`config.mk`:
```
export PLATFORM = sky130hd
export DESIGN_NAME = int64_to_decimal_ascii
export DESIGN_NICKNAME = d
export VERILOG_FILES = /design/src/design/i64da_pkg.sv /design/src/design/int64_to_decimal_ascii.sv /design/src/design/i64da_ctrl.sv /design/src/design/i64da_dp.sv
export SDC_FILE = /design/constraint.sdc
export NUM_CORES = 1
export LEC_CHECK = 0
export ABC_CLOCK_PERIOD_IN_PS = 3800
export BUFFER_PORTS_ARGS = -buffer_cell sky130_fd_sc_hd__buf_2
export CAP_MARGIN = 15
export CORE_MARGIN = 2
export CORE_UTILIZATION = 58
export CTS_BUF_LIST = sky130_fd_sc_hd__clkbuf_2 sky130_fd_sc_hd__clkbuf_4 sky130_fd_sc_hd__clkbuf_8
export DETAILED_ROUTE_END_ITERATION = 12
export MAX_ROUTING_LAYER = met4
export PLACE_DENSITY = 0.8
export SLEW_MARGIN = 20
export SYNTH_ARGS = -nofsm -noshare
export SYNTH_HDL_FRONTEND = slang
export SYNTH_HIERARCHICAL = 1
export SYNTH_SLANG_ARGS = --single-unit
```
`constraint.sdc`:
```
create_clock -name aclk -period 3.8 [get_ports aclk]
set_input_delay 0.38 -clock aclk [delete_from_list [all_inputs] [get_ports aclk]]
set_output_delay 0.38 -clock aclk [all_outputs]
set_load 0.02 [all_outputs]
```
`src/design/i64da_pkg.sv`:
```
// ---------------------------------------------------------------------------
// i64da_pkg
// shared types and constants for the signed 64-bit to decimal text converter
// ---------------------------------------------------------------------------
package i64da_pkg;

    localparam int VALUE_W    = 64;
    localparam int CHAR_W     = 6;
    localparam int NUM_DIGITS = 20;
    localparam int BCD_W      = NUM_DIGITS * 4;
    localparam int BITS_PER_STEP = 2;
    localparam int NUM_STEPS  = VALUE_W / BITS_PER_STEP;
    localparam int STEP_W     = $clog2(NUM_STEPS);
    localparam int IDX_W      = $clog2(NUM_DIGITS);

    localparam logic [CHAR_W-1:0] CHAR_ZERO  = CHAR_W'(48);
    localparam logic [CHAR_W-1:0] CHAR_MINUS = CHAR_W'(45);

    typedef enum logic [2:0] {
        ST_IDLE,
        ST_CONVERT,
        ST_MEASURE,
        ST_SIGN,
        ST_DIGITS
    } state_t;

    // controller to datapath
    typedef struct packed {
        logic load;
        logic step;
        logic measure;
        logic next_digit;
        logic show_sign;
    } cmd_t;

    // datapath to controller
    typedef struct packed {
        logic step_last;
        logic negative;
        logic final_digit;
    } status_t;

endpackage

```
`src/design/int64_to_decimal_ascii.sv`:
```
// ---------------------------------------------------------------------------
// int64_to_decimal_ascii
// signed 64-bit integer to decimal ascii text, one character per transfer
// ---------------------------------------------------------------------------
// Each input transfer carries one two's complement 64-bit value. The block
// answers with its decimal text on the master side, one ascii character per
// transfer, most significant first: a leading '-' for negative values, no
// leading zeros, a single '0' for zero, tlast on the final character. The
// most negative value gives '-' and 19 digits. One number is handled at a
// time: after the accept the double-dabble converter takes in two magnitude
// bits per cycle, then the length is measured, and the n characters (1 to
// 20) follow at one per cycle when the sink is ready. s_tready is high only
// between numbers.
// ---------------------------------------------------------------------------
module int64_to_decimal_ascii import i64da_pkg::*; (
    input  logic                aclk,
    input  logic                aresetn,
    // input channel
    input  logic                s_tvalid,
    output logic                s_tready,
    input  logic signed [63:0]  s_tdata,   // [63:0] value
    // result channel
    output logic                m_tvalid,
    input  logic                m_tready,
    output logic [7:0]          m_tdata,   // [5:0] character, [7:6] zero
    output logic                m_tlast    // final character of the number
);

    cmd_t              cmd;
    status_t           status;
    logic [CHAR_W-1:0] character;
    logic              last;

    // sequencer
    i64da_ctrl u_ctrl (
        .aclk      (aclk),
        .aresetn   (aresetn),
        .in_valid  (s_tvalid),
        .in_ready  (s_tready),
        .out_valid (m_tvalid),
        .out_ready (m_tready),
        .status    (status),
        .cmd       (cmd)
    );

    // magnitude and bcd datapath
    i64da_dp u_dp (
        .aclk      (aclk),
        .value     (VALUE_W'(s_tdata)),
        .cmd       (cmd),
        .status    (status),
        .character (character),
        .last      (last)
    );

    // characters come straight from registered state
    assign m_tdata = {2'b00, character};
    assign m_tlast = last;

endmodule

```
`src/design/i64da_ctrl.sv`:
```
// ---------------------------------------------------------------------------
// i64da_ctrl
// sequencer: accept, convert, measure length, stream sign and digits
// ---------------------------------------------------------------------------
module i64da_ctrl import i64da_pkg::*; (
    input  logic    aclk,
    input  logic    aresetn,
    input  logic    in_valid,
    output logic    in_ready,
    output logic    out_valid,
    input  logic    out_ready,
    input  status_t status,
    output cmd_t    cmd
);

    state_t state_reg, state_next;

    always_ff @(posedge aclk) begin
        if (!aresetn) begin
            state_reg <= ST_IDLE;
        end else begin
            state_reg <= state_next;
        end
    end

    always_comb begin
        state_next = state_reg;
        case (state_reg)
            ST_IDLE: begin
                if (in_valid) state_next = ST_CONVERT;
            end
            ST_CONVERT: begin
                if (status.step_last) state_next = ST_MEASURE;
            end
            ST_MEASURE: begin
                state_next = status.negative ? ST_SIGN : ST_DIGITS;
            end
            ST_SIGN: begin
                if (out_ready) state_next = ST_DIGITS;
            end
            ST_DIGITS: begin
                if (out_ready && status.final_digit) state_next = ST_IDLE;
            end
            default: begin
                state_next = ST_IDLE;
            end
        endcase
    end

    always_comb begin
        in_ready  = 1'b0;
        out_valid = 1'b0;
        cmd       = '0;
        case (state_reg)
            ST_IDLE: begin
                // nothing is taken while reset is held
                in_ready = aresetn;
                cmd.load = in_valid && aresetn;
            end
            ST_CONVERT: begin
                cmd.step = 1'b1;
            end
            ST_MEASURE: begin
                cmd.measure = 1'b1;
            end
            ST_SIGN: begin
                out_valid     = 1'b1;
                cmd.show_sign = 1'b1;
            end
            ST_DIGITS: begin
                out_valid      = 1'b1;
                cmd.next_digit = out_ready;
            end
            default: begin
                cmd = '0;
            end
        endcase
    end

endmodule

```
`src/design/i64da_dp.sv`:
```
// ---------------------------------------------------------------------------
// i64da_dp
// magnitude, double-dabble bcd register and character selection
// ---------------------------------------------------------------------------
module i64da_dp import i64da_pkg::*; (
    input  logic              aclk,
    input  logic [VALUE_W-1:0] value,
    input  cmd_t              cmd,
    output status_t           status,
    output logic [CHAR_W-1:0] character,
    output logic              last
);

    logic [VALUE_W-1:0] mag_reg, mag_next;
    logic [BCD_W-1:0]   bcd_reg, bcd_next;
    logic               neg_reg, neg_next;
    logic [STEP_W-1:0]  step_reg, step_next;
    logic [IDX_W-1:0]   idx_reg, idx_next;
    logic [IDX_W-1:0]   top_idx;
    logic [3:0]         digit;

    // one shift-and-add-3 step
    function automatic logic [BCD_W-1:0] dd_step(input logic [BCD_W-1:0] bcd_in,
                                                 input logic bit_in);
        logic [BCD_W-1:0] adj;
        adj = bcd_in;
        for (int d = 0; d < NUM_DIGITS; d++) begin
            if (bcd_in[d*4 +: 4] >= 4'd5) adj[d*4 +: 4] = bcd_in[d*4 +: 4] + 4'd3;
        end
        return {adj[BCD_W-2:0], bit_in};
    endfunction

    // highest non-zero digit, zero when the whole number is zero
    always_comb begin
        top_idx = '0;
        for (int d = 1; d < NUM_DIGITS; d++) begin
            if (bcd_reg[d*4 +: 4] != 4'd0) top_idx = IDX_W'(d);
        end
    end

    always_comb begin
        mag_next  = mag_reg;
        bcd_next  = bcd_reg;
        neg_next  = neg_reg;
        step_next = step_reg;
        idx_next  = idx_reg;
        if (cmd.load) begin
            neg_next  = value[VALUE_W-1];
            mag_next  = value[VALUE_W-1] ? (~value + VALUE_W'(1)) : value;
            bcd_next  = '0;
            step_next = '0;
        end else if (cmd.step) begin
            bcd_next  = dd_step(dd_step(bcd_reg, mag_reg[VALUE_W-1]), mag_reg[VALUE_W-2]);
            mag_next  = {mag_reg[VALUE_W-BITS_PER_STEP-1:0], BITS_PER_STEP'(0)};
            step_next = step_reg + STEP_W'(1);
        end else if (cmd.measure) begin
            idx_next = top_idx;
        end else if (cmd.next_digit) begin
            idx_next = idx_reg - IDX_W'(1);
        end
    end

    always_ff @(posedge aclk) begin
        mag_reg  <= mag_next;
        bcd_reg  <= bcd_next;
        neg_reg  <= neg_next;
        step_reg <= step_next;
        idx_reg  <= idx_next;
    end

    assign digit = bcd_reg[idx_reg*4 +: 4];

    assign status.step_last   = (step_reg == STEP_W'(NUM_STEPS - 1));
    assign status.negative    = neg_reg;
    assign status.final_digit = (idx_reg == '0);

    assign character = cmd.show_sign ? CHAR_MINUS : (CHAR_ZERO + {2'b00, digit});
    assign last      = !cmd.show_sign && (idx_reg == '0);

endmodule

```
### Word level (Yosys, flattened, before mapping)

Cells that the tools add are included.

| word-level totals | value |
|---|---|
| bits in registers | 158 |
| input port bits | 68 |
| output and inout bits | 11 |
| word-level logic and storage cells | 251 |

| cells by class | value |
|---|---|
| $add $sub $neg | 44 |
| order comparisons | 40 |
| equality and inequality tests | 9 |
| shift-type cells | 1 |
| multiplexer cells | 118 |
| bitwise logic cells | 3 |
| reductions and logical operators | 30 |

Operator list:

| kind | count |
|---|---|
| 2-to-1 mux 4 bit | 84 |
| 2-to-1 mux 64 bit | 3 |
| >= comparator 4 x 3 -> 1 bit (second input constant) | 40 |
| adder 4 x 2 -> 4 bit (second input constant) | 38 |
| indexed part select 80 x 8 -> 4 bit | 1 |
| nonzero test 4 bit | 19 |
| adder 64 x 1 -> 64 bit (second input constant) | 1 |
| NOT 64 bit | 1 |
| 2-to-1 mux 3 bit | 13 |
| 2-to-1 mux 5 bit | 6 |
| one-hot mux 3 bit (5 select lines) | 1 |
| 2-to-1 mux 1 bit | 8 |
| adder 3 x 2 -> 3 bit (second input constant) | 2 |
| adder 5 x 5 -> 6 bit (first input constant) | 1 |
| == test 3 x 2 -> 1 bit (second input constant) | 2 |
| 2-to-1 mux 6 bit | 1 |
| != test 2 bit (second input constant) | 3 |
| adder 5 x 1 -> 5 bit (second input constant) | 1 |
| == test 5 bit (second input constant) | 1 |
| logical NOT 5 bit | 1 |
| subtractor 5 x 1 -> 5 bit (second input constant) | 1 |
| 2-to-1 mux 2 bit | 2 |
| AND reduction 4 bit | 1 |
| nonzero test 2 bit | 2 |
| 9 further kinds | 12 |

### Longest topological paths before layout

Gate-level depths: netlist (run 1).

| depth | value |
|---|---|
| depth after elaboration | 21 |
| mapped depth | 11 |

### By module

Netlist (run 1), hierarchy kept.

Modules (own cells, without submodules):

| module | times used | cells an instance | area an instance (µm²) | sequential area each (µm²) |
|---|---|---|---|---|
| i64da_dp | 1 | 1356 | 11956.5 | 3803.6 |
| i64da_ctrl | 1 | 33 | 304.0 | 60.1 |
| int64_to_decimal_ascii | 1 | 3 | 18.8 | 0.0 |

### Worst setup path after synthesis (run 1)

OpenSTA, ideal clock, no wires.

| path | value |
|---|---|
| path type | register to register |
| from | register u_ctrl.state_reg[0] |
| to | register u_dp.idx_reg[0] (enable) |
| setup time | 0.373 ns |
| arrival | 3.180 ns |
| path slack | 0.247 ns |
| cell stages (with the launch flop) | 7 |
| path buffers | 1 |
| clock period less this slack | 3.553 ns |
| cells stage by stage | dfxtp_1 > nor2b_2 > and2b_1 > clkbuf_1 > nor2_1 > clkinv_1 > nor2_1 |

RTL lines:

| item | line | text |
|---|---|---|
| from (decl) | i64da_ctrl.sv:16 | `state_t state_reg, state_next;` |
| from (signal assigned) | i64da_ctrl.sv:22 | `state_reg <= state_next;` |
| to (signal assigned) | i64da_dp.sv:68 | `idx_reg <= idx_next;` |
| to (decl) | i64da_dp.sv:18 | `logic [IDX_W-1:0] idx_reg, idx_next;` |

### Worst setup path in the final report (run 1)

| path | value |
|---|---|
| from | register u_dp.idx_reg[0] |
| to | output m_tdata[0] |

| on the way | value |
|---|---|
| word-level cells in the longest chain between the ends | 3 |

RTL lines:

| item | line | text |
|---|---|---|
| indexed part select 80 x 8 -> 4 bit | i64da_dp.sv:71 | `assign digit = bcd_reg[idx_reg*4 +: 4];` |
| adder 5 x 5 -> 6 bit | i64da_dp.sv:77 | `assign character = cmd.show_sign ? CHAR_MINUS : (CHAR_ZERO + {2'b00, digit});` |
| 2-to-1 mux 6 bit | i64da_dp.sv:77 |  |
| to (decl) | int64_to_decimal_ascii.sv:25 | `output logic [7:0] m_tdata,` |

Every way passes these cells.

==> results_dict.tcl, run 1 <==
set metrics [dict create \
    grtUsageTotal 0.262 \
    end_kind "output port" \
    rsz0062_at_grt "no" \
    num_rows 53 \
    grt_max_degree 87 \
    slew-limit-headroom 0.369 \
    synth_cell_types 76 \
    globalplace.congestion 0.862 \
    core_sq_um 20900 \
    ys_ff_latch 158 \
    cap_violations 0 \
    clock_path_buffers 2 \
    dr.pass1.iters 6 \
    leakagePower_nw 5.26 \
    area_delta_synth_final_pct 7.64 \
    largest_reg_flops 80 \
    ys_warn_count 6 \
    cts-root-buf "clkbuf_8" \
    critPathKind "reg2out" \
    netlist_instances 1392 \
    status "completed" \
    dieArea_sq_um 22400 \
    crit_path_start_kind "register" \
    fin_worst_skew_ns 0.0171 \
    first_global_vias 9727 \
    drc 0 \
    htreeDepth 4 \
    vdd_ir_drop_max_mv 0.324 \
    async_flop_share 0 \
    pwr_density_cell_nw_per_um2 821 \
    ios 79 \
    die_w_um 150 \
    worstPathArrival_ns 2.79 \
    setup_violations 0 \
    cts_tree "done" \
    finalPower_mw 10.9 \
    grt_overflow 0 \
    cts.clk_slew.worst_paths_ns 0.09 \
    setup-tns-final_ns 0 \
    r2r_slack_ns 1.14 \
    syn_avg_cell_area_sq_um 8.82 \
    cts_resized 0 \
    clock_latency_ns 0.47 \
    fmaxAchievable_mhz 316 \
    io_buffer_count 75 \
    period_share 0.834 \
    cp_max_fo 19 \
    ant_nets 0 \
    drive_above_1_share 0.141 \
    required_ns 3.42 \
    antenna_found_initial 0 \
    start_util 0.588 \
    maxSlewViolCount 0 \
    syn_area_sq_um 12300 \
    grt_pass1_wl_um 46800 \
    tightest_slew_ns 0.947 \
    cts_setup_buffers 0 \
    cts-buffers-inserted 17 \
    drt_iter0_markers 730 \
    dp.final_hpwl_um 19800 \
    vias 10500 \
    num_antenna_cells 0 \
    die_h_um 150 \
    hold_viol_final 0 \
    yosysSeqAreaShare 0.315 \
    fin_crit_ns 3.17 \
    routed_via_density 6.08 \
    cts_hold_buf 0 \
    synth_edf_count 70 \
    final_nets 1585 \
    routed_wl_um 28000 \
    hp-class "in2reg" \
    routedWlPerCell_um 16.3 \
    clock_sinks 158 \
    synth_ff_type "dfxtp_1" \
]
[cell type report]
class	count	area, sq um
repair buffers	85	478
inverters	75	282
fillers	1738	7670
clock buffers	17	234
well taps	275	344
multi-input cells	1094	7870
clock inverters	15	150
flip-flops and latches	158	3860
[metrics by stage]
step	worst slack, ns	instances	hold WS [ns]	instance area [sq um]	util
3_5_place_dp	0.636	1687	0.492	12800	0.614
3_3_place_gp	0.746	1687	0.469	12800	0.614
6_report	0.632	1719	0.192	13200	0.633
2_1_floorplan	0.247	1393	0.457	12300	-
5_1_grt	0.505	1719	0.178	13200	0.633
4_1_cts	0.605	1719	0.163	13200	0.633
[layout by cell type, fill, tap and decap left out, types with 51 or more instances in the layout]
master,n
nor2_1,183
a21oi_1,130
dfxtp_1,88
ha_1,86
buf_2,74
nand2_1,74
inv_1,73
edfxtp_1,70
xor2_1,64
o21ai_0,51
[power by group]
part	switching (mW)	internal (mW)	total [mW]
Clock	0.730	0.539	1.27
Sequential	0.647	2.44	3.09
Combinational	3.57	2.93	6.50
[cell families (layout without fill, tap and decap cells)]
group	count (synthesis)	in the layout	share of synthesized area
xor+xnor	106	106	0.0756
mux	79	79	0.0918
other cells	2	3	0.000612
simple gates	480	480	0.203
fa+ha+maj	86	86	0.0876
compound gates	340	340	0.181
flops	158	158	0.315
buf+inv	141	192	0.0456
[layer usage]
metal / vias up / wire length [um] / GRT usage
li1: 5140 / - / -
met1: 4958 / 12500 / 0.340
met2: 310 / 13200 / 0.419
met3: 48 / 1650 / 0.0402
met4: 0 / 639 / 0.0933
met5: - / 0 / -
[cell usage after synthesis (23+ instances only)]
master | count | area [sq um]
nor2_1 | 183 | 687
a21oi_1 | 130 | 651
dfxtp_1 | 88 | 1760
ha_1 | 86 | 1080
nand2_1 | 74 | 278
inv_1 | 73 | 274
edfxtp_1 | 70 | 2100
xor2_1 | 64 | 561
clkbuf_1 | 54 | 203
o21ai_0 | 51 | 255
nor3b_1 | 45 | 338
xnor2_1 | 42 | 368
a211oi_1 | 39 | 293
nand2b_1 | 33 | 206
mux2_2 | 29 | 327
mux2i_1 | 26 | 260
mux4_2 | 23 | 518
[worst paths after layout]
check,end,from,cells past startpoint
max,m_tdata[0],u_dp/idx_reg[0],6
min,u_ctrl/state_reg[0],aresetn,3
max reg2reg,u_dp/bcd_reg[34],u_ctrl/state_reg[0],6
min reg2reg,u_dp/bcd_reg[0],u_dp/mag_reg[62],2
[critical path, stage by stage, from the launching register on]
cell,delay [ns]
edfxtp_1,0.48
buf_4,0.39
mux4_2,0.60
mux4_2,0.46
inv_1,0.09
o21ai_0,0.10
buf_2,0.19
(Power assumes the default switching activity.)
==> run 2: changes to the inputs <==
ABC_CLOCK_PERIOD_IN_PS = 2900   (was 3800)
clock period = 2.9 ns   (was 3.8 ns; I/O delays follow)
==> results_dict.tcl, run 2 (synthesis results as in run 1) <==
set metrics [dict create \
    status "completed" \
    reg2regPathDepth 11 \
    pwr_density_cell_nw_per_um2 1070 \
    hold_viol_final 0 \
    final_cell_mix "nor2_1 (183), a21oi_1 (130), dfxtp_1 (88)" \
    cts-root-buf "clkbuf_8" \
    r2r_start "u_dp/bcd_reg[73]" \
    largest_reg_flops 80 \
    worstSetupStartpoint "u_dp/idx_reg[0]" \
    antenna_found_initial 0 \
    cap_violations 0 \
    globalplace.congestion 0.897 \
    maxSlewViolCount 0 \
    finalNonFillerCells 1730 \
    crit_path_end "m_tdata[0]" \
    comb_power_share 0.604 \
    die_h_um 150 \
    grt_max_degree 72 \
    critPathKind "reg2out" \
    num_antenna_cells 0 \
    setup-tns-final_ns 0 \
    cts_tree "done" \
    cts.clk_slew.worst_paths_ns 0.10 \
    io_buffer_count 75 \
    core_sq_um 20900 \
    ant_nets 0 \
    grt_pass1_wl_um 47300 \
    tightest_slew_ns 0.600 \
    fillCellCount 1778 \
    r2r-end "u_dp/bcd_reg[78]" \
    final_common_cell "nor2_1" \
    final_nets 1596 \
    r2r_slack_ns 0.33 \
    multi_input_area_sq_um 7870 \
    num_rows 53 \
    hold-worst-slack_ns 0.0895 \
    p_int_mw 7.68 \
    cts-buffers-inserted 17 \
    fin_worst_skew_ns 0.0133 \
    end_kind "output port" \
    hp-class "in2reg" \
    period_share 0.957 \
    crit_path_start_kind "register" \
    routed_wl_um 28300 \
    swShare 0.460 \
    drc 0 \
    required_ns 2.61 \
    grtUsageTotal 0.265 \
    setup_violations 0 \
    ios 79 \
    cp_max_fo 14 \
    clock_sinks 158 \
    htreeDepth 4 \
    cts_hold_buf 0 \
    area_delta_synth_final_pct 8.36 \
    clock_path_buffers 2 \
    dr.pass1.iters 6 \
    seq_area_sq_um 3860 \
    finalPower_mw 14.2 \
    grt_overflow 0 \
    routed_via_density 6.06 \
    fin_crit_ns 2.78 \
    routedWlPerCell_um 16.3 \
    fmaxAchievable_mhz 360 \
    power.net_switching_mw 6.54 \
    first_global_vias 9778 \
    worstPathArrival_ns 2.49 \
    setup_ws_ns 0.125 \
    die_w_um 150 \
    start_util 0.588 \
    dp.cells 1698 \
    drive_above_1_share 0.147 \
    slew-limit-headroom 0.600 \
    drt_iter0_markers 770 \
    power.share.clock 0.112 \
    pwr-share-seq 0.284 \
    vias 10500 \
    dp.final_hpwl_um 20400 \
    clock_latency_ns 0.46 \
    dieArea_sq_um 22400 \
    vdd_ir_drop_max_mv 0.497 \
    rsz0062_at_grt "no" \
    place_ws_ns 0.193 \
    leakagePower_nw 5.32 \
]
-- run 2: changes by cell type in the layout (fill, tap and decap cells not counted), moves of 2 or more --
cell and change:
inv_8 +2, buf_4 +8, clkinvlp_4 -2, clkinv_2 +2, clkinv_4 -2
-- run 2: worst min path at each step --
| stage | from | to | slack [ns] | depth (start not counted) |
|---|---|---|---|---|
| 2_1_floorplan | s_tdata[63] | u_dp/neg_reg | 0.39 | 0 |
| 3_3_place_gp | u_dp/mag_reg[62] | u_dp/bcd_reg[0] | 0.46 | 2 |
| 3_5_place_dp | u_dp/mag_reg[62] | u_dp/bcd_reg[0] | 0.49 | 2 |
| 4_1_cts | aresetn | u_ctrl/state_reg[0] | 0.05 | 3 |
| 5_1_grt | aresetn | u_ctrl/state_reg[0] | 0.06 | 3 |
| 6_report | aresetn | u_ctrl/state_reg[0] | 0.09 | 3 |
-- run 2: routing by layer --
| layer | routed length [um] | vias up | part of all wire | track usage |
|---|---|---|---|---|
| li1 | - | 5147 | - | - |
| met1 | 12600 | 5000 | 0.45 | 0.346 |
| met2 | 13600 | 303 | 0.48 | 0.425 |
| met3 | 1470 | 35 | 0.052 | 0.0366 |
| met4 | 597 | 0 | 0.021 | 0.0910 |
| met5 | 0 | - | 0 | - |
-- run 2: power groups by stage --
stage               clock network (mW)  logic (mW)  registers [mW]
floorplan                            0        6.92            3.76
global placement                     0        8.11            4.02
detailed placement                   0        8.48            4.05
CTS                               1.64        8.55            4.01
global route                      1.72        9.64            4.14
finish                            1.60        8.59            4.04
-- run 2: final cells by class --
cell class | instances | share of cell area
Timing Repair Buffer | 96 | 0.0432
Inverter | 75 | 0.0213
Sequential cell | 158 | 0.290
Tap cell | 275 | 0.0259
Clock inverter | 15 | 0.0105
Multi-Input combinational cell | 1094 | 0.591
Clock buffer | 17 | 0.0176
-- run 2: repair_timing --
action | 4_1_cts | 5_1_grt
resized for setup | 0 | 1
setup endpoints to repair | 0 | 3
buffers inserted | 0 | 0
-- run 2: critical path, cell delays in order (launching register included) --
cell and delay [ns]:
edfxtp_1 0.38, buf_6 0.22, mux4_2 0.57, mux4_2 0.48, inv_1 0.07, o21ai_0 0.11
buf_2 0.20
-- run 2: metrics by stage --
stage / util / area [sq um]
floorplan: - / 12300
global placement: 0.619 / 12900
detailed placement: 0.619 / 12900
CTS: 0.637 / 13300
global route: 0.637 / 13300
finish: 0.637 / 13300
